## config.mk

```make
export PLATFORM = sky130hd
export DESIGN_NAME = nested_record_subtree_resolver_core
export DESIGN_NICKNAME = d
export VERILOG_FILES = /design/src/rtl/core/nrsr_pkg.sv /design/src/rtl/core/nrsr_front.sv /design/src/rtl/core/nrsr_back.sv /design/src/rtl/core/nested_record_subtree_resolver_core.sv
export SDC_FILE = /design/constraint.sdc
export NUM_CORES = 2
export LEC_CHECK = 0
export ABC_AREA = 1
export BUFFER_PORTS_ARGS = -buffer_cell sky130_fd_sc_hd__buf_2
export CORE_UTILIZATION = 52
export DETAILED_ROUTE_END_ITERATION = 7
export PLACE_DENSITY = 0.81
export SLEW_MARGIN = 20
export SYNTH_ARGS = -nofsm -noshare
export SYNTH_HDL_FRONTEND = slang
export SYNTH_SLANG_ARGS = --single-unit
```

## constraint.sdc

```tcl
create_clock -name clk -period 10.5 [get_ports clk]
set_clock_uncertainty 0.05 [all_clocks]
set_input_delay 1.05 -clock clk [delete_from_list [all_inputs] [get_ports clk]]
set_output_delay 1.05 -clock clk [all_outputs]
set_load 0.005 [all_outputs]
```

## src/rtl/core/nrsr_pkg.sv

```systemverilog
// Package: shared types and constants of the nested record subtree resolver.
`default_nettype none
package nrsr_pkg;
  localparam int unsigned IN_W = 288;
  localparam int unsigned OUT_W = 104;

  localparam logic CFG_START = 1'b0;
  localparam logic CFG_ROOT  = 1'b1;

  localparam logic CMD_ROOT  = 1'b0;
  localparam logic CMD_CHILD = 1'b1;

  localparam logic [2:0] ST_ACCEPT  = 3'd0;
  localparam logic [2:0] ST_SKIP    = 3'd1;
  localparam logic [2:0] ST_RDERR   = 3'd2;
  localparam logic [2:0] ST_OVERFL  = 3'd3;
  localparam logic [2:0] ST_IDLE    = 3'd4;

  localparam logic [2:0] RS_NONE    = 3'd0;
  localparam logic [2:0] RS_LIMIT   = 3'd1;
  localparam logic [2:0] RS_PREFIX  = 3'd2;
  localparam logic [2:0] RS_FLAG8   = 3'd3;
  localparam logic [2:0] RS_TYPE0   = 3'd4;
  localparam logic [2:0] RS_SHORT   = 3'd5;

  localparam logic [31:0] WORD_LIMIT  = 32'd65535;
  localparam logic [31:0] MIN_WORDS   = 32'd16;
  localparam logic [15:0] LEG_MAX     = 16'd2500;
  localparam logic [31:0] LEG_BASE    = 32'd172;

  // classified item passed from front to back
  typedef struct packed {
    logic        cmd;
    logic [2:0]  status;
    logic [2:0]  reason;
    logic        zero_prefix;
    logic        comp;
    logic [31:0] count;
  } cls_t;
endpackage
`default_nettype wire

```

## src/rtl/core/nrsr_front.sv

```systemverilog
// Front end: accepts records, filters and classifies them into a short queue.
`default_nettype none
module nrsr_front
  import nrsr_pkg::*;
(
  input  wire logic            clk,
  input  wire logic            rst_n,
  input  wire logic            in_tvalid,
  output logic                 in_tready,
  input  wire logic            in_tuser,
  input  wire logic [IN_W-1:0] in_tdata,
  output logic                 q_valid,
  output cls_t                 q_data,
  input  wire logic            q_pop
);
  logic [31:0] prefix, words, base, c36, c108, marker, pair;
  logic [15:0] etype, flags, half, entries;
  cls_t        cls;
  cls_t        q_r [2];
  logic [1:0]  cnt_r;
  logic        rd_r, wr_r;
  logic        push;
  logic        ext, legacy;
  logic [31:0] word;

  assign prefix  = in_tdata[31:0];
  assign words   = in_tdata[63:32];
  assign base    = in_tdata[95:64];
  assign etype   = in_tdata[111:96];
  assign flags   = in_tdata[127:112];
  assign c36     = in_tdata[159:128];
  assign c108    = in_tdata[191:160];
  assign half    = in_tdata[207:192];
  assign marker  = in_tdata[239:208];
  assign pair    = in_tdata[271:240];
  assign entries = in_tdata[287:272];

  always_comb begin
    cls.cmd = in_tuser;
    cls.zero_prefix = (prefix == 32'd0);
    cls.status = ST_ACCEPT;
    cls.reason = RS_NONE;
    if (words > WORD_LIMIT) begin
      cls.status = ST_RDERR;
      cls.reason = RS_LIMIT;
    end else if (prefix != 32'd0) begin
      cls.status = ST_SKIP;
      cls.reason = RS_PREFIX;
    end else if (flags[3]) begin
      cls.status = ST_SKIP;
      cls.reason = RS_FLAG8;
    end else if (etype == 16'd0) begin
      cls.status = ST_SKIP;
      cls.reason = RS_TYPE0;
    end else if (words < MIN_WORDS) begin
      cls.status = ST_SKIP;
      cls.reason = RS_SHORT;
    end
    ext = flags[5];
    cls.comp = (etype >= 16'd10 && etype <= 16'd32) ||
               ((etype < 16'd33 || etype > 16'd63) && flags[6]);
    word = ext ? c108 : c36;
    legacy = (marker == 32'd0) && (pair == 32'd0) && (entries <= LEG_MAX) &&
             (base == LEG_BASE + {13'd0, entries, 3'd0});
    if (etype == 16'd13)
      cls.count = (legacy && ext) ? {16'd0, half} : word;
    else
      cls.count = cls.comp ? word : 32'd0;
  end

  assign in_tready = (cnt_r != 2'd2);
  assign push = in_tvalid && in_tready;
  assign q_valid = (cnt_r != 2'd0);
  assign q_data = q_r[rd_r];

  always_ff @(posedge clk) begin
    if (push) q_r[wr_r] <= cls;
    if (!rst_n) begin
      cnt_r <= 2'd0;
      rd_r <= 1'b0;
      wr_r <= 1'b0;
    end else begin
      if (push) wr_r <= ~wr_r;
      if (q_pop) rd_r <= ~rd_r;
      cnt_r <= cnt_r + {1'b0, push} - {1'b0, q_pop};
    end
  end
endmodule
`default_nettype wire

```

## src/rtl/core/nrsr_back.sv

```systemverilog
// Back end: walks the nesting stack and builds one result per record.
`default_nettype none
module nrsr_back
  import nrsr_pkg::*;
#(
  parameter int unsigned MAX_DEPTH  = 16,
  parameter int unsigned INDEX_BITS = 16
) (
  input  wire logic              clk,
  input  wire logic              rst_n,
  input  wire logic [31:0]       start_count,
  input  wire logic [15:0]       root_index,
  input  wire logic              q_valid,
  input  cls_t                   q_data,
  output logic                   q_pop,
  output logic                   out_tvalid,
  input  wire logic              out_tready,
  output logic                   out_tlast,
  output logic [OUT_W-1:0]       out_tdata
);
  localparam int unsigned LW = $clog2(MAX_DEPTH + 1);
  localparam int unsigned AW = (MAX_DEPTH > 1) ? $clog2(MAX_DEPTH) : 1;

  typedef enum logic [1:0] {S_IDLE, S_POP, S_OUT} state_t;

  state_t      state_r;
  logic        active_r;
  logic [31:0] ctr_r;
  logic [15:0] off_r;
  logic [LW-1:0] lvl_r;
  logic [31:0] ends_r [MAX_DEPTH];
  logic [15:0] pars_r [MAX_DEPTH];
  logic [2:0]  st_r, rs_r;
  logic [15:0] rec_r, par_r;
  logic        comp_r, mem_r, done_r;
  logic [31:0] cnt_r;
  logic [OUT_W-1:0] obuf_r;
  logic        last_r;
  logic        ovld_r;

  logic [15:0] idx_mask, off1, rec_c, rec0;
  logic [31:0] ctr1, root_tgt, child_tgt;
  logic [AW-1:0] top_a, lvl_a;
  logic        acc, rderr, root_push, child_push, child_ovf, out_load;

  assign idx_mask = (INDEX_BITS >= 16) ? 16'hFFFF : 16'((17'd1 << INDEX_BITS) - 17'd1);
  assign off1 = off_r + 16'd1;
  assign rec_c = (root_index + off1) & idx_mask;
  assign rec0 = root_index & idx_mask;
  assign top_a = AW'(lvl_r - LW'(1));
  assign lvl_a = AW'(lvl_r);
  assign ctr1 = ctr_r + {31'd0, q_data.zero_prefix};

  assign acc = (q_data.status == ST_ACCEPT);
  assign rderr = (q_data.status == ST_RDERR);
  assign root_tgt = start_count + q_data.count;
  assign child_tgt = ctr1 + q_data.count;
  assign root_push = acc && (start_count < root_tgt);
  assign child_push = acc && q_data.comp && (ctr1 < child_tgt);
  assign child_ovf = child_push && (lvl_r >= LW'(MAX_DEPTH));

  assign q_pop = (state_r == S_IDLE) && q_valid;
  assign out_load = (state_r == S_OUT) && (!ovld_r || out_tready);
  assign out_tvalid = ovld_r;
  assign out_tdata = obuf_r;
  assign out_tlast = last_r;

  always_ff @(posedge clk) begin
    if (!rst_n) begin
      state_r <= S_IDLE;
      active_r <= 1'b0;
      ctr_r <= 32'd0;
      off_r <= 16'd0;
      lvl_r <= '0;
      ovld_r <= 1'b0;
    end else begin
      if (out_load) ovld_r <= 1'b1;
      else if (out_tready) ovld_r <= 1'b0;
      case (state_r)
        S_IDLE: begin
          if (q_valid) begin
            if (q_data.cmd == CMD_ROOT) begin
              st_r <= q_data.status;
              rs_r <= q_data.reason;
              rec_r <= rec0;
              par_r <= rec0;
              comp_r <= acc && q_data.comp;
              mem_r <= 1'b0;
              cnt_r <= acc ? q_data.count : 32'd0;
              done_r <= !root_push;
              off_r <= 16'd0;
              ctr_r <= start_count;
              lvl_r <= root_push ? LW'(1) : '0;
              active_r <= root_push;
              if (root_push) begin
                ends_r[0] <= root_tgt;
                pars_r[0] <= rec0;
              end
              state_r <= S_OUT;
            end else if (!active_r) begin
              st_r <= ST_IDLE;
              rs_r <= RS_NONE;
              rec_r <= 16'd0;
              par_r <= 16'd0;
              comp_r <= 1'b0;
              mem_r <= 1'b0;
              cnt_r <= 32'd0;
              done_r <= 1'b0;
              state_r <= S_OUT;
            end else begin
              st_r <= child_ovf ? ST_OVERFL : q_data.status;
              rs_r <= q_data.reason;
              off_r <= off1;
              rec_r <= rec_c;
              par_r <= pars_r[top_a];
              comp_r <= acc && q_data.comp;
              mem_r <= acc && (lvl_r == LW'(1));
              cnt_r <= acc ? q_data.count : 32'd0;
              done_r <= rderr || child_ovf;
              if (!rderr) ctr_r <= ctr1;
              if (rderr || child_ovf) begin
                active_r <= 1'b0;
                lvl_r <= '0;
              end else if (child_push) begin
                ends_r[lvl_a] <= child_tgt;
                pars_r[lvl_a] <= rec_c;
                lvl_r <= lvl_r + LW'(1);
              end
              state_r <= (acc && !child_ovf) ? S_POP : S_OUT;
            end
          end
        end
        S_POP: begin
          if (lvl_r != '0 && ctr_r >= ends_r[top_a]) begin
            lvl_r <= lvl_r - LW'(1);
          end else begin
            if (lvl_r == '0) begin
              done_r <= 1'b1;
              active_r <= 1'b0;
            end
            state_r <= S_OUT;
          end
        end
        S_OUT: begin
          if (out_load) begin
            obuf_r <= {ctr_r, cnt_r, mem_r, comp_r, par_r, rec_r, rs_r, st_r};
            last_r <= done_r;
            state_r <= S_IDLE;
          end
        end
        default: state_r <= S_IDLE;
      endcase
    end
  end
endmodule
`default_nettype wire

```

## src/rtl/core/nested_record_subtree_resolver_core.sv

```systemverilog
// Top level: nested record subtree resolver core.
// Path: queue, then back end S_IDLE; a root, idle or skipped child, read error or
// overflow goes on to S_OUT, an accepted child to S_POP until no ended level is left.
// S_OUT loads the result register once it is free; only then is a new record popped, so the
// back end's stack walk sets the rate; a 2-entry queue decouples input.
// Synchronous active-low reset clears counters, level, queue and result valid.
`default_nettype none
module nested_record_subtree_resolver_core
  import nrsr_pkg::*;
#(
  parameter int unsigned MAX_DEPTH  = 16,
  parameter int unsigned INDEX_BITS = 16
) (
  input  wire logic             clk,
  input  wire logic             rst_n,
  input  wire logic             cfg_we,
  input  wire logic             cfg_index,
  input  wire logic [31:0]      cfg_wdata,
  input  wire logic             in_tvalid,
  output logic                  in_tready,
  input  wire logic             in_tuser,  // command
  // prefix_word, record_words, base_cnt, elem_type, elem_flags, count_at_36,
  // count_at_108, half_count_at_64, legacy_marker, legacy_pair, legacy_entries
  input  wire logic [IN_W-1:0]  in_tdata,
  output logic                  out_tvalid,
  input  wire logic             out_tready,
  output logic                  out_tlast, // done_res
  // status, reason, record_index, parent_index, is_compound, is_member,
  // desc_cnt, counter_now
  output logic [OUT_W-1:0]      out_tdata
);
  logic [31:0] start_r;
  logic [15:0] root_r;
  logic        q_valid, q_pop;
  cls_t        q_data;

  always_ff @(posedge clk) begin
    if (!rst_n) begin
      start_r <= 32'd0;
      root_r <= 16'd0;
    end else if (cfg_we) begin
      if (cfg_index == CFG_START) start_r <= cfg_wdata;
      else root_r <= cfg_wdata[15:0];
    end
  end

  nrsr_front u_front (
    .clk, .rst_n, .in_tvalid, .in_tready, .in_tuser, .in_tdata,
    .q_valid, .q_data, .q_pop
  );

  nrsr_back #(.MAX_DEPTH(MAX_DEPTH), .INDEX_BITS(INDEX_BITS)) u_back (
    .clk, .rst_n, .start_count(start_r), .root_index(root_r),
    .q_valid, .q_data, .q_pop, .out_tvalid, .out_tready, .out_tlast, .out_tdata
  );
endmodule
`default_nettype wire

```

==> Word-level counts from Yosys, hierarchy flattened <==
Memory sizes are Yosys's and may differ from the RTL's. A register that Yosys moved wholly into a read port is not among the register bits.
Cells that the tools add are included.
{ "word_totals": {"reg_bits": 287, "ram_bits": 850, "input_bits": 327, "out_inout_bits": 107, "elab_cells": 194, "memories": 3} }
{ "classes": {"n_addsub": 10, "magnitude_cmp": 11, "n_eq_ne": 16, "n_mux": 82, "bitwise_logic": 3, "reduce_logical": 48} }
{ "mem_list": {"columns": ["name", "words", "word_bits", "read_ports", "rd_ports_with_merged_regs", "write_ports", "line", "rtl"], "rows": [
  ["u_back.ends_r", 16, 32, 1, 0, 1, "nrsr_back.sv:31", "logic [31:0] ends_r [MAX_DEPTH];"],
  ["u_back.pars_r", 16, 16, 1, 0, 1, "nrsr_back.sv:32", "logic [15:0] pars_r [MAX_DEPTH];"],
  ["u_front.q_r", 2, 41, 1, 1, 1, "nrsr_front.sv:19", "cls_t q_r [2];"]
]} }
{ "ops": {"columns": ["cell", "count"], "rows": [
  ["$mux W32", 11],
  ["$mux W16", 7],
  ["$logic_not A32 Y1", 3],
  ["$add A32 B32 Y32", 2],
  ["$lt A32 B32 Y1", 2],
  ["$mux W1", 36],
  ["$add A32 B1 Y32", 1],
  ["$eq A32 B32 Y1", 1],
  ["$ge A32 B32 Y1", 1],
  ["$gt A32 B16 Y1 const B", 1],
  ["$lt A32 B5 Y1 const B", 1],
  ["$reduce_bool A32 Y1", 1],
  ["$reduce_or A32 Y1", 1],
  ["$mux W5", 6],
  ["$mux W6", 4],
  ["$add A8 B19 Y20 const A", 1],
  ["$add A16 B1 Y16 const B", 1],
  ["$add A16 B16 Y16", 1],
  ["$eq A16 B4 Y1 const B", 1],
  ["$ge A16 B4 Y1 const B", 1],
  ["$gt A16 B6 Y1 const B", 1],
  ["$le A16 B12 Y1 const B", 1],
  ["$le A16 B6 Y1 const B", 1],
  ["$logic_and A1 B1 Y1", 16],
  ["other kinds (34)", 68]
]} }

==> Longest topological paths before layout <==
{ "depth": {"word_depth": 15, "ltp_mapped": 41, "ltp_nobuf": 39} }

==> By module <==
From an unflattened synthesis, not the netlist that was laid out.
{ "unflattened": {"hier_cells": 5194, "area_unflattened_um2": 54000.5} }
{ "modules_own_cells": {"columns": ["mod", "instances", "cells_per_inst", "area_per_inst_um2", "seq_area_each_um2"], "rows": [
  ["nrsr_back", 1, 4300, 46734.8, 29548.3],
  ["nrsr_front", 1, 615, 5326.4, 2502.4],
  ["nested_record_subtree_resolver_core", 1, 279, 1939.4, 960.9]
]} }

==> Least setup slack after synthesis <==
No wires, ideal clock.
{ "synth_timing": {"kind": "input to register", "from": "input port rst_n", "to": "register u_back.obuf_r[0] (netlist: u_back.out_tdata[0]), enable pin", "arrival_time_ps": 8541, "required_time_ps": 9753, "slack_ps": 1211, "stages": 3, "path_buffers": 1, "cell_sequence": "clkinv_1 > clkbuf_1 > nor3_1"} }
{ "synth_between": {"elab_chain_cells": 1} }
{ "synth_lines": {"columns": ["element", "line", "rtl"], "rows": [
  ["start: declaration", "nested_record_subtree_resolver_core.sv:15", "input wire logic rst_n,"],
  ["$reduce_and A3 Y1 (no source line)", null, null],
  ["end signal: assignment", "nrsr_back.sv:146", "obuf_r <= {ctr_r, cnt_r, mem_r, comp_r, par_r, rec_r, rs_r, st_r};"],
  ["end: declaration", "nrsr_back.sv:37", "logic [OUT_W-1:0] obuf_r;"]
]} }
Every way passes these cells.
A chain may end at the register's enable or synchronous reset.

==> flow_summary.ini <==
[synthesis]
synth_top_area_share = 0.570
ys_async_sr_fraction = 0
syn_nets = 5804
synth_area_leaders = edfxtp_1, nand2_1, o21ai_0
ys_warn_count = 0
synth_edf_count = 1026
synth.distinct_cells = 56
synth_area_leader_cell = edfxtp_1
yosysSeqAreaShare = 0.611
ys.flop_type = edfxtp_1
synthCells = 5289
syn-mean-instance-area_sq_um = 10.2
synth.cell_area_sq_um = 54000
ys_ff_latch = 1136

[floorplan]
row_count = 117
die_x_um = 324
initial_core_util = 0.528
die_h_um = 324
core_area_sq_um = 102000
die_area_sq_um = 105000
pin_count = 434

[timing]
grt_setup_unrepaired = no
hold_viol_final = 0
period_needed_ns = 9.15
fin_tns_setup_ns = 0
setup_viol = 0
max_freq_ghz = 0.109
slew_viol_final = 0
worst_pin_slew_ns = 1.19
fin_crit_sh = 0.871
slew_headroom = 0.202

[power]
p_per_area_nw_per_um2 = 299
leakage_uw = 0.0239
ir_drop_mv = 0.358

[critical_path]
crit_path_max_incr_delay_ns = 0.92
rr_worst_depth = 35
crit_end = u_back.pars_r[1][2]
r2r_slack_ns = 1.35
start_kind = flip-flop
path_max_fanout = 45
r2r_end = u_back.pars_r[1][2]
cp_slowest_cell = nor2_4
end_kind = flip-flop
critPathKind = reg -> reg
crit_arrival_ns = 9.46
worstPathRequired_ns = 10.81
worst_path_most_repeated_cell = nand2_1

[detailed_routing]
finalWirelength_um = 158000
drt_iter0_drc = 4791
first_pass_iters = 6
drtAntennaViolNets = 0
viasPerCell = 5.91
remaining_drc_errors = 0
wl_per_cell_um = 22.3
vias = 41900

[layout]
areaGrowthSynthToFinish_pct = 13.2
layout.nets = 6139
fin_cells = 7082
fin_util = 0.598
drive_gt1_frac = 0.132

[clock_tree]
clk_latency_ns = 0.70
clock_path_buffers = 3
clkTransAtPathRegs_ns = 0.06
postCtsHoldBufs = 0
cts.sinks = 1136
post_cts_buffers = 0
cts_tree = done
cts-root-buf = clkbuf_16
cts_resized = 0
htreeDepth = 3
cts_buffers = 107

[global_route]
overflow = 0
grt_pass1_vias = 40200
grt_max_degree = 234
antenna_found_initial = 6
grtUsageTotal = 0.292
grt_pass1_wl_um = 234000

[place]
dp_cells = 6883
hpwlAfterDp_um = 105000
gp_congestion = 0.929
port_buffers = 416

[hold_path]
min_path_type = reg -> reg
hold_start = u_back.rec_r[6]

[run_status]
outcome = completed

[job]
cap_violations = 0
==> synth_stat cells, types with 19 or more instances <==
cell type  number
edfxtp_1     1026
nand2_1       854
nor2_1        712
o21ai_0       569
inv_1         430
a21oi_1       276
nand3_1       212
clkbuf_1      188
ha_1          185
o22ai_1       130
dfxtp_1       110
xor2_1         86
o221ai_1       78
o211ai_1       53
nor3_1         49
nand4_1        42
or2_2          31
xnor2_1        25
nor4_1         22
o21ai_1        22
buf_2          20
o21ai_2        20
a21o_1         19
==> per-stage QoR <==
stage                     setup WS [ns]  cell area (sq um)  hold slack [ns]  total power, uW
after detailed placement           1.62              57500            0.355            14000
after floorplan                    1.21              54000            0.350            11500
after global routing              0.864              61200            0.367            19200
after CTS                          1.57              61100            0.367            18100
final                              1.35              61200            0.367            18300
after global placement             1.77              57400            0.353            13700
==> routing by layer <==
layer,vias up,part of all wire,wire length (um),global-route usage
li1,19300,-,-,-
met1,19700,0.36,57300,0.361
met2,2459,0.48,76200,0.493
met3,414,0.097,15400,0.0443
met4,0,0.056,8890,0.159
met5,-,0,0,0
==> area by class of cell <==
type,count,area [sq um]
Fill cell,8085,41100
Antenna cell,1,2.50
Multi-Input combinational cell,3467,18600
Clock inverter,75,855
Clock buffer,123,2790
Timing Repair Buffer,470,2590
Tap cell,1368,1710
Sequential cell,1136,33000
Inverter,442,1670
==> worst min path at each step <==
stage,to,slack [ns],cells past startpoint
detailed placement,u_back.out_tdata[32],0.35,0
global route,u_back.out_tdata[17],0.37,0
finish,u_back.out_tdata[12],0.37,0
floorplan,u_back.out_tdata[0],0.35,0
global placement,u_back.out_tdata[48],0.35,0
CTS,u_back.out_tdata[6],0.37,0
==> power by group <==
part / internal (uW) / switching, uW / leakage (uW)
Clock: 2290 / 1720 / 0.00178
Sequential: 5760 / 303 / 0.0103
Combinational: 2350 / 5840 / 0.0118
Total: 10400 / 7860 / 0.0239
==> worst max-delay path, delay by kind of cell (launching register included) <==
kind / cells / cell delay (ns)
fa+ha+maj: 4 / 1.09
buf+inv: 7 / 1.84
simple gates: 18 / 4.32
xor+xnor: 2 / 0.45
flops: 1 / 0.30
compound gates: 4 / 0.72
==> flip-flops by register name, summed over array words and instances, names as in the netlist, named ones only <==
register and count:
u_back.mem_r 1, u_back.par_r 16, u_back.cnt_r 32, u_back.rs_r 3, u_back.done_r 1, u_front.q_r 80
u_front.cnt_r 2, u_back.ctr_r 32, u_back.ends_r 512, u_back.out_tlast 1, root_r 16, u_front.wr_r 1
u_back.st_r 3, u_back.rec_r 16, start_r 32, u_front.rd_r 1, u_back.lvl_r 5, u_back.active_r 1
u_back.state_r 2, u_back.out_tdata 104, u_back.out_tvalid 1, u_back.off_r 16, u_back.pars_r 256, u_back.comp_r 1
==> placed cells by master, fill, tap and decap left out, drive strengths merged, types with 33 or more instances in the layout <==
master / n
a21oi: 276
buf: 470
clkbuf: 123
clkinv: 49
dfxtp: 110
edfxtp: 1026
ha: 185
inv: 447
nand2: 857
nand3: 214
nand4: 42
nor2: 717
nor3: 53
o211ai: 53
o21ai: 611
o221ai: 78
o22ai: 131
or2: 33
xor2: 86
==> logic make-up after synthesis <==
group           share of synthesized area
buf+inv                            0.0502
xor+xnor                           0.0180
compound gates                      0.128
simple gates                        0.149
flops                               0.611
fa+ha+maj                          0.0439
Note: power is estimated with default switching activity, not from simulation.
